==> config.mk <==
export PLATFORM = sky130hd
export DESIGN_NAME = rgb_led_effect_sequencer_top
export DESIGN_NICKNAME = d
export VERILOG_FILES = /design/src/rles_pkg.sv /design/src/rgb_led_effect_sequencer_top.sv
export SDC_FILE = /design/constraint.sdc
export NUM_CORES = 1
export LEC_CHECK = 0
export BUFFER_PORTS_ARGS = -buffer_cell sky130_fd_sc_hd__buf_2
export CAP_MARGIN = 10
export CORE_MARGIN = 4
export CORE_UTILIZATION = 60
export CTS_CLUSTER_SIZE = 25
export DETAILED_ROUTE_END_ITERATION = 10
export PLACE_DENSITY = 0.78
export SLEW_MARGIN = 5
export SYNTH_ARGS = -nofsm -noshare
export SYNTH_HDL_FRONTEND = slang
export SYNTH_SLANG_ARGS = --single-unit
==> constraint.sdc <==
create_clock -name i_clk -period 10.71 [get_ports i_clk]
set_input_delay 2.142 -clock i_clk [delete_from_list [all_inputs] [get_ports i_clk]]
set_output_delay 2.142 -clock i_clk [all_outputs]
set_load 0.02 [all_outputs]
==> src/rles_pkg.sv <==
// ----------------------------------------------------------------------------
// rles_pkg
// Shared codes and tables for the RGB LED effect sequencer.
// ----------------------------------------------------------------------------
`default_nettype none

package rles_pkg;

    localparam int unsigned DUTY_W  = 8;
    localparam int unsigned DIV_W   = 16;
    localparam int unsigned MODE_W  = 3;
    localparam int unsigned CMD_W   = 2;
    localparam int unsigned ORDER_W = 3;
    localparam int unsigned NUM_CH  = 3;

    localparam logic [CMD_W-1:0] CMD_TICK  = 2'd0;
    localparam logic [CMD_W-1:0] CMD_MODE  = 2'd1;
    localparam logic [CMD_W-1:0] CMD_LEVEL = 2'd2;

    localparam logic [MODE_W-1:0] MODE_IDLE  = 3'd0;
    localparam logic [MODE_W-1:0] MODE_FADE  = 3'd1;
    localparam logic [MODE_W-1:0] MODE_SEQ   = 3'd2;
    localparam logic [MODE_W-1:0] MODE_BLINK = 3'd3;
    localparam logic [MODE_W-1:0] MODE_OFF   = 3'd4;

    localparam logic [ORDER_W-1:0] ORDER_LAST = 3'd5;

    localparam logic [DIV_W-1:0]  DIV_RESET   = 16'd50;
    localparam logic [DUTY_W-1:0] DUTY_FULL   = 8'd255;
    localparam logic [DUTY_W-1:0] SEQ_STEP    = 8'd4;
    localparam logic [DUTY_W-1:0] SEQ_TOP     = 8'd251;
    localparam logic [DUTY_W-1:0] SEQ_BOTTOM  = 8'd3;
    localparam logic [DUTY_W-1:0] BLINK_STEP  = 8'd32;
    localparam logic [DUTY_W-1:0] BLINK_TOP   = 8'd224;
    localparam logic [DUTY_W-1:0] BLINK_FLOOR = 8'd31;

    typedef logic [DUTY_W-1:0] t_duty;
    typedef t_duty [NUM_CH-1:0] t_duty_vec;

    // chain counter shown on a channel for a given sequence order
    function automatic logic [1:0] perm_sel(input logic [ORDER_W-1:0] order,
                                            input int unsigned ch);
        logic [5:0] row;
        begin
            case (order)
                3'd0:    row = {2'd2, 2'd1, 2'd0};
                3'd1:    row = {2'd2, 2'd0, 2'd1};
                3'd2:    row = {2'd0, 2'd1, 2'd2};
                3'd3:    row = {2'd0, 2'd2, 2'd1};
                3'd4:    row = {2'd1, 2'd0, 2'd2};
                3'd5:    row = {2'd1, 2'd2, 2'd0};
                default: row = {2'd2, 2'd1, 2'd0};
            endcase
            perm_sel = row[2*ch +: 2];
        end
    endfunction

endpackage

`default_nettype wire

==> src/rgb_led_effect_sequencer_top.sv <==
// ----------------------------------------------------------------------------
// rgb_led_effect_sequencer_top
// Timer-driven RGB effect engine producing three PWM duty levels.
// ----------------------------------------------------------------------------
// Each input word is held in the input register, then passes through the effect
// logic into the result register, which holds its result word.
// A new word is accepted every cycle; the effect state is updated as each word
// moves from the input register to the result register, so the rate is set
// only by the downstream m_axis_tready. Every input word yields one result.
`default_nettype none

module rgb_led_effect_sequencer_top (
    input  wire logic        i_clk,
    input  wire logic        i_rst_n,
    input  wire logic        i_tick_div_we,
    input  wire logic [15:0] i_tick_div_wdata,
    input  wire logic        s_axis_tvalid,
    output logic             s_axis_tready,
    input  wire logic [15:0] s_axis_tdata,  // mode_select[2:0], level[10:3], zero
    input  wire logic [1:0]  s_axis_tuser,  // cmd[1:0]
    output logic             m_axis_tvalid,
    input  wire logic        m_axis_tready,
    output logic [31:0]      m_axis_tdata,  // red[7:0], green[15:8], blue[23:16],
                                            // mode_now[26:24], zero
    output logic             m_axis_tuser   // duty_written
);

    typedef logic [rles_pkg::DUTY_W-1:0] t_byte;

    logic                            r_in_valid;
    logic [rles_pkg::CMD_W-1:0]      r_in_cmd;
    logic [rles_pkg::MODE_W-1:0]     r_in_sel;
    t_byte                           r_in_level;

    logic                            r_out_valid;
    logic [31:0]                     r_out_data;
    logic                            r_out_user;

    logic [rles_pkg::DIV_W-1:0]      r_divider;
    logic [rles_pkg::DIV_W-1:0]      r_presc,      n_presc;
    logic [rles_pkg::MODE_W-1:0]     r_mode,       n_mode;
    t_byte                           r_max,        n_max;
    t_byte                           r_fade,       n_fade;
    rles_pkg::t_duty_vec             r_chain,      n_chain;
    logic                            r_chain_up,   n_chain_up;
    logic [rles_pkg::ORDER_W-1:0]    r_order,      n_order;
    rles_pkg::t_duty_vec             r_blink,      n_blink;
    logic [rles_pkg::NUM_CH-1:0]     r_blink_up,   n_blink_up;
    rles_pkg::t_duty_vec             r_duty,       n_duty;
    logic                            n_written;

    logic advance;

    assign advance       = r_in_valid && (!r_out_valid || m_axis_tready);
    assign s_axis_tready = !r_in_valid || advance;
    assign m_axis_tvalid = r_out_valid;
    assign m_axis_tdata  = r_out_data;
    assign m_axis_tuser  = r_out_user;

    always_comb begin
        logic moved;
        n_presc    = r_presc;
        n_mode     = r_mode;
        n_max      = r_max;
        n_fade     = r_fade;
        n_chain    = r_chain;
        n_chain_up = r_chain_up;
        n_order    = r_order;
        n_blink    = r_blink;
        n_blink_up = r_blink_up;
        n_duty     = r_duty;
        n_written  = 1'b0;
        moved      = 1'b0;
        case (r_in_cmd)
            rles_pkg::CMD_TICK: begin
                if (r_presc < r_divider) begin
                    n_presc = r_presc + 16'd1;
                end else begin
                    n_presc = '0;
                    case (r_mode)
                        rles_pkg::MODE_FADE: begin
                            n_fade    = r_fade + 8'd1;
                            n_written = 1'b1;
                            for (int i = 0; i < rles_pkg::NUM_CH; i++) begin
                                n_duty[i] = (n_fade > r_max) ? r_max : n_fade;
                            end
                            if (n_fade == rles_pkg::DUTY_FULL) begin
                                n_mode = rles_pkg::MODE_IDLE;
                            end
                        end
                        rles_pkg::MODE_SEQ: begin
                            n_written = 1'b1;
                            for (int i = 0; i < rles_pkg::NUM_CH; i++) begin
                                if (!moved) begin
                                    if (r_chain_up) begin
                                        if (r_chain[i] < rles_pkg::SEQ_TOP) begin
                                            n_chain[i] = r_chain[i] + rles_pkg::SEQ_STEP;
                                            moved      = 1'b1;
                                        end
                                    end else if (r_chain[i] > rles_pkg::SEQ_BOTTOM) begin
                                        n_chain[i] = r_chain[i] - rles_pkg::SEQ_STEP;
                                        moved      = 1'b1;
                                    end
                                end
                            end
                            if (!moved) begin
                                n_chain_up = !r_chain_up;
                                n_order    = (r_order >= rles_pkg::ORDER_LAST) ? '0
                                             : r_order + 3'd1;
                            end
                            for (int i = 0; i < rles_pkg::NUM_CH; i++) begin
                                n_duty[i] = n_chain[rles_pkg::perm_sel(n_order, i)];
                            end
                        end
                        rles_pkg::MODE_BLINK: begin
                            n_written = 1'b1;
                            for (int i = 0; i < rles_pkg::NUM_CH; i++) begin
                                if (r_blink_up[i]) begin
                                    if (r_blink[i] < rles_pkg::BLINK_TOP) begin
                                        n_blink[i] = r_blink[i] + rles_pkg::BLINK_STEP;
                                    end else begin
                                        n_blink_up[i] = 1'b0;
                                        n_blink[i]    = rles_pkg::DUTY_FULL;
                                    end
                                end else if (r_blink[i] > rles_pkg::BLINK_FLOOR) begin
                                    n_blink[i] = r_blink[i] - rles_pkg::BLINK_STEP;
                                end else begin
                                    n_blink_up[i] = 1'b1;
                                    n_blink[i]    = '0;
                                end
                            end
                            n_duty[0] = n_blink[2];
                            n_duty[1] = n_blink[1];
                            n_duty[2] = n_blink[0];
                        end
                        rles_pkg::MODE_OFF: begin
                            n_written = 1'b1;
                            n_duty    = '0;
                            n_mode    = rles_pkg::MODE_IDLE;
                        end
                        default: begin
                            n_written = 1'b0;
                        end
                    endcase
                end
            end
            rles_pkg::CMD_MODE: begin
                if (r_in_sel <= rles_pkg::MODE_OFF) begin
                    n_mode     = r_in_sel;
                    n_fade     = '0;
                    n_chain    = {rles_pkg::NUM_CH{rles_pkg::DUTY_FULL}};
                    n_blink    = {rles_pkg::NUM_CH{rles_pkg::DUTY_FULL}};
                    n_chain_up = 1'b0;
                    n_blink_up = '0;
                    n_order    = '0;
                end
            end
            rles_pkg::CMD_LEVEL: begin
                n_max = r_in_level;
                if (r_mode == rles_pkg::MODE_IDLE) begin
                    n_duty    = {rles_pkg::NUM_CH{r_in_level}};
                    n_written = 1'b1;
                end
            end
            default: begin
                n_written = 1'b0;
            end
        endcase
    end

    always_ff @(posedge i_clk) begin
        if (!i_rst_n) begin
            r_in_valid  <= 1'b0;
            r_out_valid <= 1'b0;
            r_divider   <= rles_pkg::DIV_RESET;
            r_presc     <= '0;
            r_mode      <= rles_pkg::MODE_IDLE;
            r_max       <= rles_pkg::DUTY_FULL;
            r_fade      <= '0;
            r_chain     <= {rles_pkg::NUM_CH{rles_pkg::DUTY_FULL}};
            r_chain_up  <= 1'b0;
            r_order     <= '0;
            r_blink     <= {rles_pkg::NUM_CH{rles_pkg::DUTY_FULL}};
            r_blink_up  <= '0;
            r_duty      <= '0;
        end else begin
            if (i_tick_div_we) begin
                r_divider <= i_tick_div_wdata;
            end
            if (s_axis_tready) begin
                r_in_valid <= s_axis_tvalid;
            end
            if (advance) begin
                r_out_valid <= 1'b1;
                r_presc     <= n_presc;
                r_mode      <= n_mode;
                r_max       <= n_max;
                r_fade      <= n_fade;
                r_chain     <= n_chain;
                r_chain_up  <= n_chain_up;
                r_order     <= n_order;
                r_blink     <= n_blink;
                r_blink_up  <= n_blink_up;
                r_duty      <= n_duty;
            end else if (m_axis_tready) begin
                r_out_valid <= 1'b0;
            end
        end
    end

    always_ff @(posedge i_clk) begin
        if (s_axis_tvalid && s_axis_tready) begin
            r_in_cmd   <= s_axis_tuser;
            r_in_sel   <= s_axis_tdata[2:0];
            r_in_level <= s_axis_tdata[10:3];
        end
        if (advance) begin
            r_out_data <= {5'd0, n_mode, n_duty[2], n_duty[1], n_duty[0]};
            r_out_user <= n_written;
        end
    end

    // the sequence order stays within its six permutations
    a_order_range: assert property (@(posedge i_clk) disable iff (!i_rst_n)
        r_order <= rles_pkg::ORDER_LAST)
        else $error("sequence order out of range");

    // the mode register only holds defined modes
    a_mode_range: assert property (@(posedge i_clk) disable iff (!i_rst_n)
        r_mode <= rles_pkg::MODE_OFF)
        else $error("mode register out of range");

    // a valid mode selection clears the effect counters
    a_select_clears: assert property (@(posedge i_clk) disable iff (!i_rst_n)
        advance && r_in_cmd == rles_pkg::CMD_MODE && r_in_sel <= rles_pkg::MODE_OFF
        |=> r_fade == '0 && r_order == '0 && !r_chain_up && r_blink_up == '0)
        else $error("mode selection did not clear effect state");

    // a fade step drives all channels to the same level
    a_fade_equal: assert property (@(posedge i_clk) disable iff (!i_rst_n)
        advance && r_mode == rles_pkg::MODE_FADE && n_written
        |=> r_duty[0] == r_duty[1] && r_duty[1] == r_duty[2])
        else $error("fade step left channels unequal");

    // the result word reports the registered mode and duties
    a_result_match: assert property (@(posedge i_clk) disable iff (!i_rst_n)
        advance |=> r_out_data[26:24] == r_mode && r_out_data[7:0] == r_duty[0])
        else $error("result word disagrees with state");

endmodule

`default_nettype wire
==> results of run 1 <==
[area by class of cell]
class / count / area, sq um
multi-input cells: 1002 / 5970
fillers: 1447 / 5480
flip-flops and latches: 168 / 3770
clock buffers: 18 / 429
repair buffers: 76 / 413
well taps: 220 / 275
inverters: 51 / 191
clock inverters: 14 / 164
[worst max path at each step]
stage,slack [ns],start,end
final,5.86,m_axis_tready,s_axis_tready
after global placement,5.90,m_axis_tready,s_axis_tready
after global routing,5.75,m_axis_tready,s_axis_tready
after floorplan,6.07,m_axis_tready,s_axis_tready
after detailed placement,5.86,m_axis_tready,s_axis_tready
after CTS,5.86,m_axis_tready,s_axis_tready
[report_power, final]
| part | total (mW) | internal (mW) | switching, mW |
|---|---|---|---|
| clock network | 0.631 | 0.350 | 0.281 |
| logic | 0.131 | 0.0438 | 0.0868 |
| registers | 0.688 | 0.673 | 0.0152 |
[registers in the layout, summed over array words and instances (netlist names)]
register       count
r_duty            24
r_chain           19
m_axis_tuser       1
r_mode             3
r_in_level         8
r_blink           24
r_chain_up         1
r_max              8
r_in_valid         1
r_presc           16
r_order            3
r_blink_up         3
r_in_cmd           2
r_fade             8
m_axis_tdata      27
r_divider         16
m_axis_tvalid      1
r_in_sel           3
[worst min-delay path, cell delays in order, from the launching register on]
cell and delay, ns:
dfxtp_1 0.32, nand2_1 0.06, a21oi_1 0.05
[cell families (layout without fill, tap and decap cells)]
kind of cell	after synthesis	after routing	share of synthesized area (%)
compound gates	406	406	24.8
xor+xnor	29	29	2.46
fa+ha+maj	46	46	5.58
buf+inv	145	159	5.68
flops	168	168	36.6
mux	29	29	2.90
other cells	1	5	0.0363
simple gates	487	487	22.0
[metal layers]
layer | track usage [%] | wire length [um]
met5 | 0 | 0
met4 | 8.65 | 694
met3 | 5.97 | 2700
met2 | 43.7 | 12700
met1 | 38.5 | 12000
[through the flow]
step	cell area, sq um	utilization (%)
2_1_floorplan	10300	-
3_3_place_gp	10600	63.6
3_5_place_dp	10600	63.6
4_1_cts	11200	67.2
5_1_grt	11200	67.2
6_report	11200	67.2
[layout by cell type, fill, tap and decap left out, drive strengths merged, types with 11 or more instances in the layout]
| master | netlist | final |
|---|---|---|
| o21ai | 135 | 135 |
| a221oi | 13 | 13 |
| nor3 | 50 | 50 |
| a21o | 13 | 13 |
| nand2 | 133 | 133 |
| buf | 20 | 76 |
| clkbuf | 74 | 18 |
| nand4 | 18 | 18 |
| ha | 46 | 46 |
| nand2b | 16 | 16 |
| a211oi | 11 | 11 |
| xor2 | 18 | 18 |
| inv | 50 | 54 |
| a21oi | 99 | 99 |
| dfxtp | 127 | 127 |
| and3 | 15 | 15 |
| xnor2 | 11 | 11 |
| a31oi | 18 | 18 |
| nor2 | 145 | 145 |
| o211ai | 28 | 28 |
| nand3 | 65 | 65 |
| mux2i | 25 | 25 |
| edfxtp | 41 | 41 |
==> results_dict.tcl, run 1 <==
set metrics [dict create \
    start_kind "input port" \
    leakagePower_nw 4.55 \
    period_needed_ns 4.85 \
    grt_pass1_vias 8598 \
    drc_errors 0 \
    post-place-ws_ns 5.86 \
    final_max_slew_viol_count 0 \
    cp_slowest_cell "nor2b_1" \
    cap_violations 0 \
    postCtsSetupBuffers 0 \
    hpwl_mm 19.5 \
    grt_usage_pct 27.8 \
    core_area_sq_um 16700 \
    hold_viol 0 \
    path_delay_family "simple AND/OR/NAND/NOR gates" \
    grt_max_degree 70 \
    portBuffers 63 \
    grt_setup_unrepaired "no" \
    max-slew-margin-rel_pct 24.2 \
    die_w_um 139 \
    worstHoldStart "r_order[2]$_SDFFE_PN0P_" \
    critical_path_required_ns 8.57 \
    period_share_pct 45.3 \
    ys.flop_type "dfxtp_1" \
    path_max_fanout 4 \
    endpoint_kind "output pin" \
    setup_viol 0 \
    root_buffer "clkbuf_16" \
    fin_nets 1401 \
    status "finished, final reports clean" \
    syn_area_per_cell_sq_um 7.87 \
    worst_hold_slack_ns 0.471 \
    slowest_delay_ns 0.20 \
    ir_worst_vdd_mv 0.163 \
    synth_cell_types 82 \
    reg2reg_depth 11 \
    setup_ws_ns 5.86 \
    synth_area_sq_um 10300 \
    finalWeightedCongestion 1.00 \
    rrSetupSlack_ns 6.18 \
    p_per_area_nw_per_um2 129 \
    crit_arrival_ns 2.71 \
    rows 47 \
    crit_cells 4 \
    synth_area_leaders "dfxtp_1 (25%), edfxtp_1 (12%), o21ai_0 (6.4%), ha_1 (5.6%), nor2_1 (5.2%)" \
    first_pass_iters 6 \
    first_iter_violations 1519 \
    holdPathEnd "r_order[2]$_SDFFE_PN0P_" \
    r2r-start "r_chain[0]$_SDFFE_PN1P_" \
    cts_hold_buf 0 \
    clockBufferDepth 2 \
    ant_nets 0 \
    hold_class "reg2reg" \
    grt_antenna_before_repair 0 \
    yosysWarningCount 0 \
    worst_pin_slew_ns 1.14 \
    cts_tree "done" \
    initial_core_util_pct 61.8 \
    yosysMostFrequentCell "nor2_1" \
    r2r-end "r_duty[4]$_SDFFE_PN0P_" \
    crit_path_cell_trace "buf_2, nor2b_1, nand2_1, buf_2" \
    post_cts_resize_count 0 \
    ys_seq_area_share_pct 36.6 \
    fin_total_pwr_mw 1.45 \
    ys_ff_latch 168 \
    crit_buf_inv 2 \
    path_class "in2out" \
    clock-sinks 168 \
    cts.htree.levels 4 \
    n_antenna_cell 0 \
    drive_above_1_share_pct 10.5 \
    die_h_um 139 \
    routed_wl_mm 28.1 \
    synth_top_area_share_pct 24.6 \
    synth_commonest_cells "nor2_1 (144), nand2_1 (133), o21ai_0 (131), dfxtp_1 (127), a21oi_1 (98)" \
    wl_per_cell_um 18.1 \
    grt_overflow 0 \
    numCtsBuffers 17 \
    via_count 9893 \
    syn_to_final_growth_pct 8.74 \
    netlist_instances 1311 \
    grt_pass1_wl_mm 44.3 \
    setup_tns_ns 0 \
    die_area_sq_um 19400 \
    fin_worst_skew_ns 0.0137 \
    holdPathStages 2 \
    synth-edff-count 41 \
    stdcell_count 1549 \
    via_per_inst 6.39 \
    synth_top_area_cell "dfxtp_1" \
    dpl.cell_count 1517 \
    clkLatencyLatePin_ns 0.44 \
    crit_top_cell "buf_2" \
    clkTransAtPathRegs_ns 0.07 \
    max_freq_mhz 206 \
    io_pins 74 \
    async_flop_share_pct 0 \
]
Power figures use the tool's default switching activity.
==> run 2, diff against run 1 <==
Settings changed: ABC_AREA set to 1, CORE_UTILIZATION 60 to 55, PLACE_DENSITY 0.78 to 0.76.
Clock period 10.71 ns to 4 ns, I/O delays scaled along.
==> run 2 against run 1 <==
Sequential power increased to 2.7 times the previous value. Flip-flop and latch count unchanged. First-iteration DRC count decreased by 37%. Non-clock buffer count increased by 1. Global-route usage decreased by 2.8 points. Clock power increased to 2.7 times the previous value. Via count decreased by 2.2%. Hold slack got worse by 0.014 ns. Critical path type is now reg2reg. Critical endpoint is now r_duty[21]$_SDFFE_PN0P_. Largest power group unchanged. Highest routed layer unchanged.
==> results_dict.tcl, run 2 <==
set metrics [dict create \
    fin_worst_skew_ns 0.0143 \
    wl_per_cell_um 15.3 \
    fillers 1665 \
    leakagePower_nw 5.25 \
    yosysMostFrequentCell "nand2_1" \
    async_flop_share_pct 0 \
    grt_setup_unrepaired "no" \
    ys_seq_area_share_pct 36.4 \
    die_h_um 145 \
    ys.flop_type "dfxtp_1" \
    design_area_sq_um 11400 \
    grt_antenna_before_repair 0 \
    met2_usage_pct 40.6 \
    via_count 9676 \
    crit_end "r_duty[21]$_SDFFE_PN0P_" \
    hold_class "reg2reg" \
    core_area_sq_um 18300 \
    clockBufferDepth 2 \
    layout_commonest_cell "nand2_1" \
    grt_usage_pct 25.0 \
    use_met1_pct 33.0 \
    cts.htree.levels 4 \
    synth_area_leaders "dfxtp_1 (25%), edfxtp_1 (12%), nand2_1 (9.8%), o21ai_0 (8.6%), a21oi_1 (8.3%)" \
    status "finished, final reports clean" \
    crit_arrival_ns 3.83 \
    via_per_inst 5.55 \
    rows 49 \
    finalWeightedCongestion 0.933 \
    synth_cell_types 52 \
    initial_core_util_pct 56.7 \
    max_freq_mhz 287 \
    first_iter_violations 952 \
    grtUsageMet3_pct 5.21 \
    netlist_instances 1466 \
    final_cell_mix "nand2_1 (270), inv_1 (191), o21ai_0 (178)" \
    ant_nets 0 \
    reg2reg_depth 23 \
    routed_wl_mm 26.7 \
    syn_to_final_growth_pct 10.1 \
    synth_area_sq_um 10400 \
    setup_tns_ns 0 \
    post_cts_resize_count 0 \
    ys_ff_latch 168 \
    synth_top_area_share_pct 24.5 \
    place_area_sq_um 10800 \
    final_max_slew_viol_count 0 \
    portBuffers 63 \
    cts_tree "done" \
    period_share_pct 87.2 \
    ir_worst_vdd_mv 0.302 \
    grt_pass1_vias 8912 \
    die_area_sq_um 21100 \
    path_max_fanout 14 \
    die_w_um 145 \
    io_pins 74 \
    cap_violations 0 \
    postCtsSetupBuffers 0 \
    rrSetupSlack_ns 0.51 \
    clkLatencyLatePin_ns 0.44 \
    drive_above_1_share_pct 11.3 \
    r2r-end "r_duty[21]$_SDFFE_PN0P_" \
    largest_register_ff_count 27 \
    grt_max_degree 49 \
    max-slew-margin-rel_pct 31.0 \
    root_buffer "clkbuf_16" \
    critPathLaunch "r_fade[1]$_SDFFE_PN0P_" \
    first_pass_iters 6 \
    synth_commonest_cells "nand2_1 (271), inv_1 (191), o21ai_0 (178), a21oi_1 (172), dfxtp_1 (127)" \
    cts_hold_buf 0 \
    grt_pass1_wl_mm 43.8 \
    fin_nets 1586 \
    r2r-start "r_fade[1]$_SDFFE_PN0P_" \
    p_per_area_nw_per_um2 361 \
    drc_errors 0 \
    grt_overflow 0 \
    grt_most_used_layer "met2" \
    period_needed_ns 3.49 \
    synth-edff-count 41 \
    endpoint_kind "flop" \
    critical_path_required_ns 4.34 \
    hold_viol 0 \
    syn_area_per_cell_sq_um 7.07 \
    start_kind "flop" \
    synth_top_area_cell "dfxtp_1" \
    numCtsBuffers 17 \
    yosysWarningCount 0 \
    path_class "reg2reg" \
    worst_pin_slew_ns 1.03 \
    setup_viol 0 \
    clock-sinks 168 \
    clkTransAtPathRegs_ns 0.07 \
    hpwl_mm 19.0 \
]
run 2: changes by cell type in the layout (fill, tap and decap cells not counted), moves of 16 or more:
| cell | change |
|---|---|
| mux2i_1 | -24 |
| nand2b_1 | -16 |
| nand3_1 | +24 |
| a21oi_1 | +74 |
| nand2_1 | +137 |
| o21ai_1 | +17 |
| o211ai_1 | -18 |
| nor2_1 | -41 |
| o21ai_0 | +47 |
| inv_1 | +143 |
| nor3_1 | -37 |
run 2: critical path, stage by stage, from the launching register on:
cell and delay [ns]:
dfxtp_1 0.36, inv_1 0.06, nor3_1 0.27, nand3_1 0.16, nor2_1 0.13, nand2_1 0.07, xor2_1 0.22, inv_1 0.10
ha_1 0.30, nand2_1 0.06, nor2_1 0.15, nand2_1 0.07, o211ai_1 0.10, nand2_2 0.19, inv_1 0.16, nand2_1 0.07
nand3_1 0.07, inv_1 0.08, a21oi_1 0.22, o21ai_1 0.17, o21ai_1 0.14, nand2_1 0.08, o21ai_1 0.12, inv_1 0.05
run 2: cell families after synthesis:
logic type	share of synthesized area (%)
AND/OR/NAND/NOR	23.9
flip-flops	36.4
XOR/XNOR	2.96
AO/OA/AOI/OAI	20.5
buffers and inverters	10.6
adder cells (fa/ha/maj)	5.55
other	0.0362
run 2: area by class of cell:
cell class / instances / area, sq um / area share, %
diodes: 1 / 2.50 / 0.0219
clock inverters: 15 / 183 / 1.60
inverters: 207 / 790 / 6.92
multi-input cells: 1030 / 5520 / 48.4
flip-flops and latches: 168 / 3770 / 33.1
repair buffers: 77 / 433 / 3.79
well taps: 229 / 287 / 2.51
clock buffers: 17 / 425 / 3.73
run 2: metrics by stage:
step / power [mW] / setup WS, ns / instances / hold WS [ns] / util, %
2_1_floorplan: 2.31 / 0.981 / 1470 / 0.428 / -
3_3_place_gp: 2.45 / 0.550 / 1711 / 0.434 / 59.1
3_5_place_dp: 2.46 / 0.473 / 1711 / 0.441 / 59.1
4_1_cts: 4.15 / 0.459 / 1743 / 0.457 / 62.5
5_1_grt: 4.31 / 0.0155 / 1743 / 0.480 / 62.5
6_report: 4.12 / 0.511 / 1744 / 0.457 / 62.5
run 2: worst min path at each step:
stage | startpoint | endpoint | slack, ns | cells after the start
2_1_floorplan | r_blink[0]$_SDFFE_PN1P_ | r_blink[0]$_SDFFE_PN1P_ | 0.43 | 2
3_3_place_gp | r_blink[2]$_SDFFE_PN1P_ | r_blink[2]$_SDFFE_PN1P_ | 0.43 | 2
3_5_place_dp | r_blink[17]$_SDFFE_PN1P_ | r_blink[17]$_SDFFE_PN1P_ | 0.44 | 2
4_1_cts | r_blink[20]$_SDFFE_PN1P_ | r_blink[20]$_SDFFE_PN1P_ | 0.46 | 2
5_1_grt | r_blink[17]$_SDFFE_PN1P_ | r_blink[17]$_SDFFE_PN1P_ | 0.48 | 2
6_report | r_blink[18]$_SDFFE_PN1P_ | r_blink[18]$_SDFFE_PN1P_ | 0.46 | 2
run 2: routing by layer:
layer	routed length (um)	share of wire, %
met1	11600	44
met2	12500	47
met3	1850	6.9
met4	701	2.6
met5	0	0
run 2: report_power, final:
| part | switching [mW] | internal, mW |
|---|---|---|
| clock | 0.788 | 0.898 |
| sequential | 0.0541 | 1.83 |
| combinational | 0.381 | 0.175 |
| total | 1.22 | 2.90 |
==> run 3, diff against run 2 <==
Settings changed: CELL_PAD_IN_SITES_DETAIL_PLACEMENT set to 0, CELL_PAD_IN_SITES_GLOBAL_PLACEMENT set to 1, CORE_UTILIZATION 55 to 48, PLACE_DENSITY 0.76 to 0.85.
Clock period 4 ns to 4.2 ns, I/O delays scaled along.
==> run 3 against run 2 <==
First-iteration DRC count down 24%. Largest power group unchanged. Critical path type unchanged. Worst setup slack worse by 0.0027 ns. Cell area up 0.18%. Sequential power down 5%. Non-clock buffer count down 2. Power down 6.3%. Register-to-register slack about the same. Combinational power down 5.9%. Clock skew about the same. Count of clock-buffer cells in the layout up 1.
==> results_dict.tcl, run 3 (synthesis results as in run 2) <==
set metrics [dict create \
    status "finished, final reports clean" \
    clkTransAtPathRegs_ns 0.08 \
    period_share_pct 87.9 \
    p_per_area_nw_per_um2 338 \
    combPwrFrac_pct 13.5 \
    grt_antenna_before_repair 0 \
    pwr-share-seq_pct 46.5 \
    cap_violations 0 \
    setup_ws_ns 0.508 \
    worst_pin_slew_ns 1.06 \
    hold_class "reg2reg" \
    layout_commonest_cell "nand2_1" \
    n_antenna_cell 0 \
    via_count 9615 \
    grt_max_degree 54 \
    crit_path_cell_trace "inv_1, nor3_1, nand3_1, nor2_1, nand2_1, xor2_1, inv_1, ha_1, nand2_1, nor2_1, nand2_1, o211ai_1, nand2_2, inv_1, nand2_1, nand3_1, inv_1, a21oi_1, o21ai_1, o21ai_1, nand2_1, o21ai_1, inv_1" \
    ir_worst_vdd_mv 0.252 \
    fin_nets 1584 \
    die_area_sq_um 24000 \
    max-slew-margin-rel_pct 29.0 \
    rows 53 \
    io_pins 74 \
    initial_core_util_pct 49.0 \
    start_kind "flop" \
    r2r-start "r_fade[0]$_SDFFE_PN0P_" \
    clockBufferDepth 2 \
    leakagePower_nw 5.23 \
    routed_wl_mm 27.1 \
    setup_tns_ns 0 \
    power.net_switching_mw 1.16 \
    final_max_slew_viol_count 0 \
    cts_tree "done" \
    ant_nets 0 \
    grt_pass1_vias 8972 \
    wl_per_cell_um 15.2 \
    worstHoldStart "r_blink[18]$_SDFFE_PN1P_" \
    period_needed_ns 3.69 \
    setup_viol 0 \
    cts_hold_buf 0 \
    endpoint_kind "flop" \
    cts.htree.levels 4 \
    largest_register_ff_count 27 \
    crit_buf_inv 5 \
    drc_errors 0 \
    core_area_sq_um 21200 \
    max_freq_mhz 271 \
    syn_to_final_growth_pct 10.3 \
    path_max_fanout 14 \
    hpwl_mm 19.9 \
    slowest_delay_ns 0.42 \
    final_cell_mix "nand2_1 (270), inv_1 (191), o21ai_0 (178)" \
    fin_worst_skew_ns 0.0147 \
    post-place-ws_ns 0.455 \
    internal_power_mw 2.70 \
    first_iter_violations 727 \
    cp_slowest_cell "dfxtp_1" \
    first_pass_iters 5 \
    numCtsBuffers 17 \
    portBuffers 63 \
    grt_setup_unrepaired "no" \
    critPathLaunch "r_fade[0]$_SDFFE_PN0P_" \
    via_per_inst 5.38 \
    die_w_um 155 \
    pwr-share-clk_pct 40.0 \
    hold_viol 0 \
    finalWeightedCongestion 0.937 \
    fin_total_pwr_mw 3.86 \
    clkLatencyLatePin_ns 0.43 \
    grt_usage_pct 23.0 \
    swShare_pct 30.0 \
    grt_pass1_wl_mm 45.6 \
    grt_overflow 0 \
    dpl.cell_count 1755 \
    drive_above_1_share_pct 11.2 \
    die_h_um 155 \
    critical_path_required_ns 4.53 \
    clock-sinks 168 \
    root_buffer "clkbuf_16" \
    crit_arrival_ns 4.03 \
    path_class "reg2reg" \
    path_delay_family "simple AND/OR/NAND/NOR gates" \
    stdcell_count 1787 \
]
[run 3: worst paths after layout]
kind,endpoint,slack [ns],cells after the start
setup / recovery,r_duty[21]$_SDFFE_PN0P_,0.51,23
hold / removal,r_blink[18]$_SDFFE_PN1P_,0.46,2
setup reg to reg,r_duty[21]$_SDFFE_PN0P_,0.51,23
hold reg to reg,r_blink[18]$_SDFFE_PN1P_,0.46,2
[run 3: worst min-delay path, stage by stage (launching register included)]
cell     delay [ns]
dfxtp_1        0.32
a21oi_1        0.06
nand2_1        0.05
[run 3: what timing repair did]
action,CTS,global route
resized for setup,0,1
buffers inserted,0,0
hold endpoints to repair,0,0
setup endpoints to repair,0,6
[run 3: area by class of cell]
class                      instances  area [sq um]
clock buffer                      18           429
sequential                       168          3770
tap                              275           344
multi-input combinational       1030          5520
inverter                         207           790
fill                            2105          9720
clock inverter                    14           159
timing repair buffer              75           418
[run 3: stage by stage]
stage	util [%]	hold slack [ns]	instance area, sq um
after floorplan	-	0.428	10400
after global placement	51.3	0.434	10800
after detailed placement	51.3	0.442	10800
after CTS	54.0	0.456	11400
after global routing	54.1	0.476	11400
final	54.1	0.456	11400
[run 3: metal layers]
metal / vias up / global-route usage, % / wire [um]
met4: 0 / 6.48 / 454
met3: 33 / 3.45 / 1530
met2: 249 / 37.4 / 12700
li1: 4915 / - / -
met5: - / 0 / 0
met1: 4418 / 32.1 / 12500
[run 3: power groups by stage]
stage / Combinational, mW / Sequential (mW) / Clock [mW]
finish: 0.523 / 1.79 / 1.55
global route: 0.594 / 1.80 / 1.64
CTS: 0.523 / 1.79 / 1.57
detailed placement: 0.520 / 1.83 / 0
global placement: 0.514 / 1.83 / 0
floorplan: 0.369 / 1.83 / 0
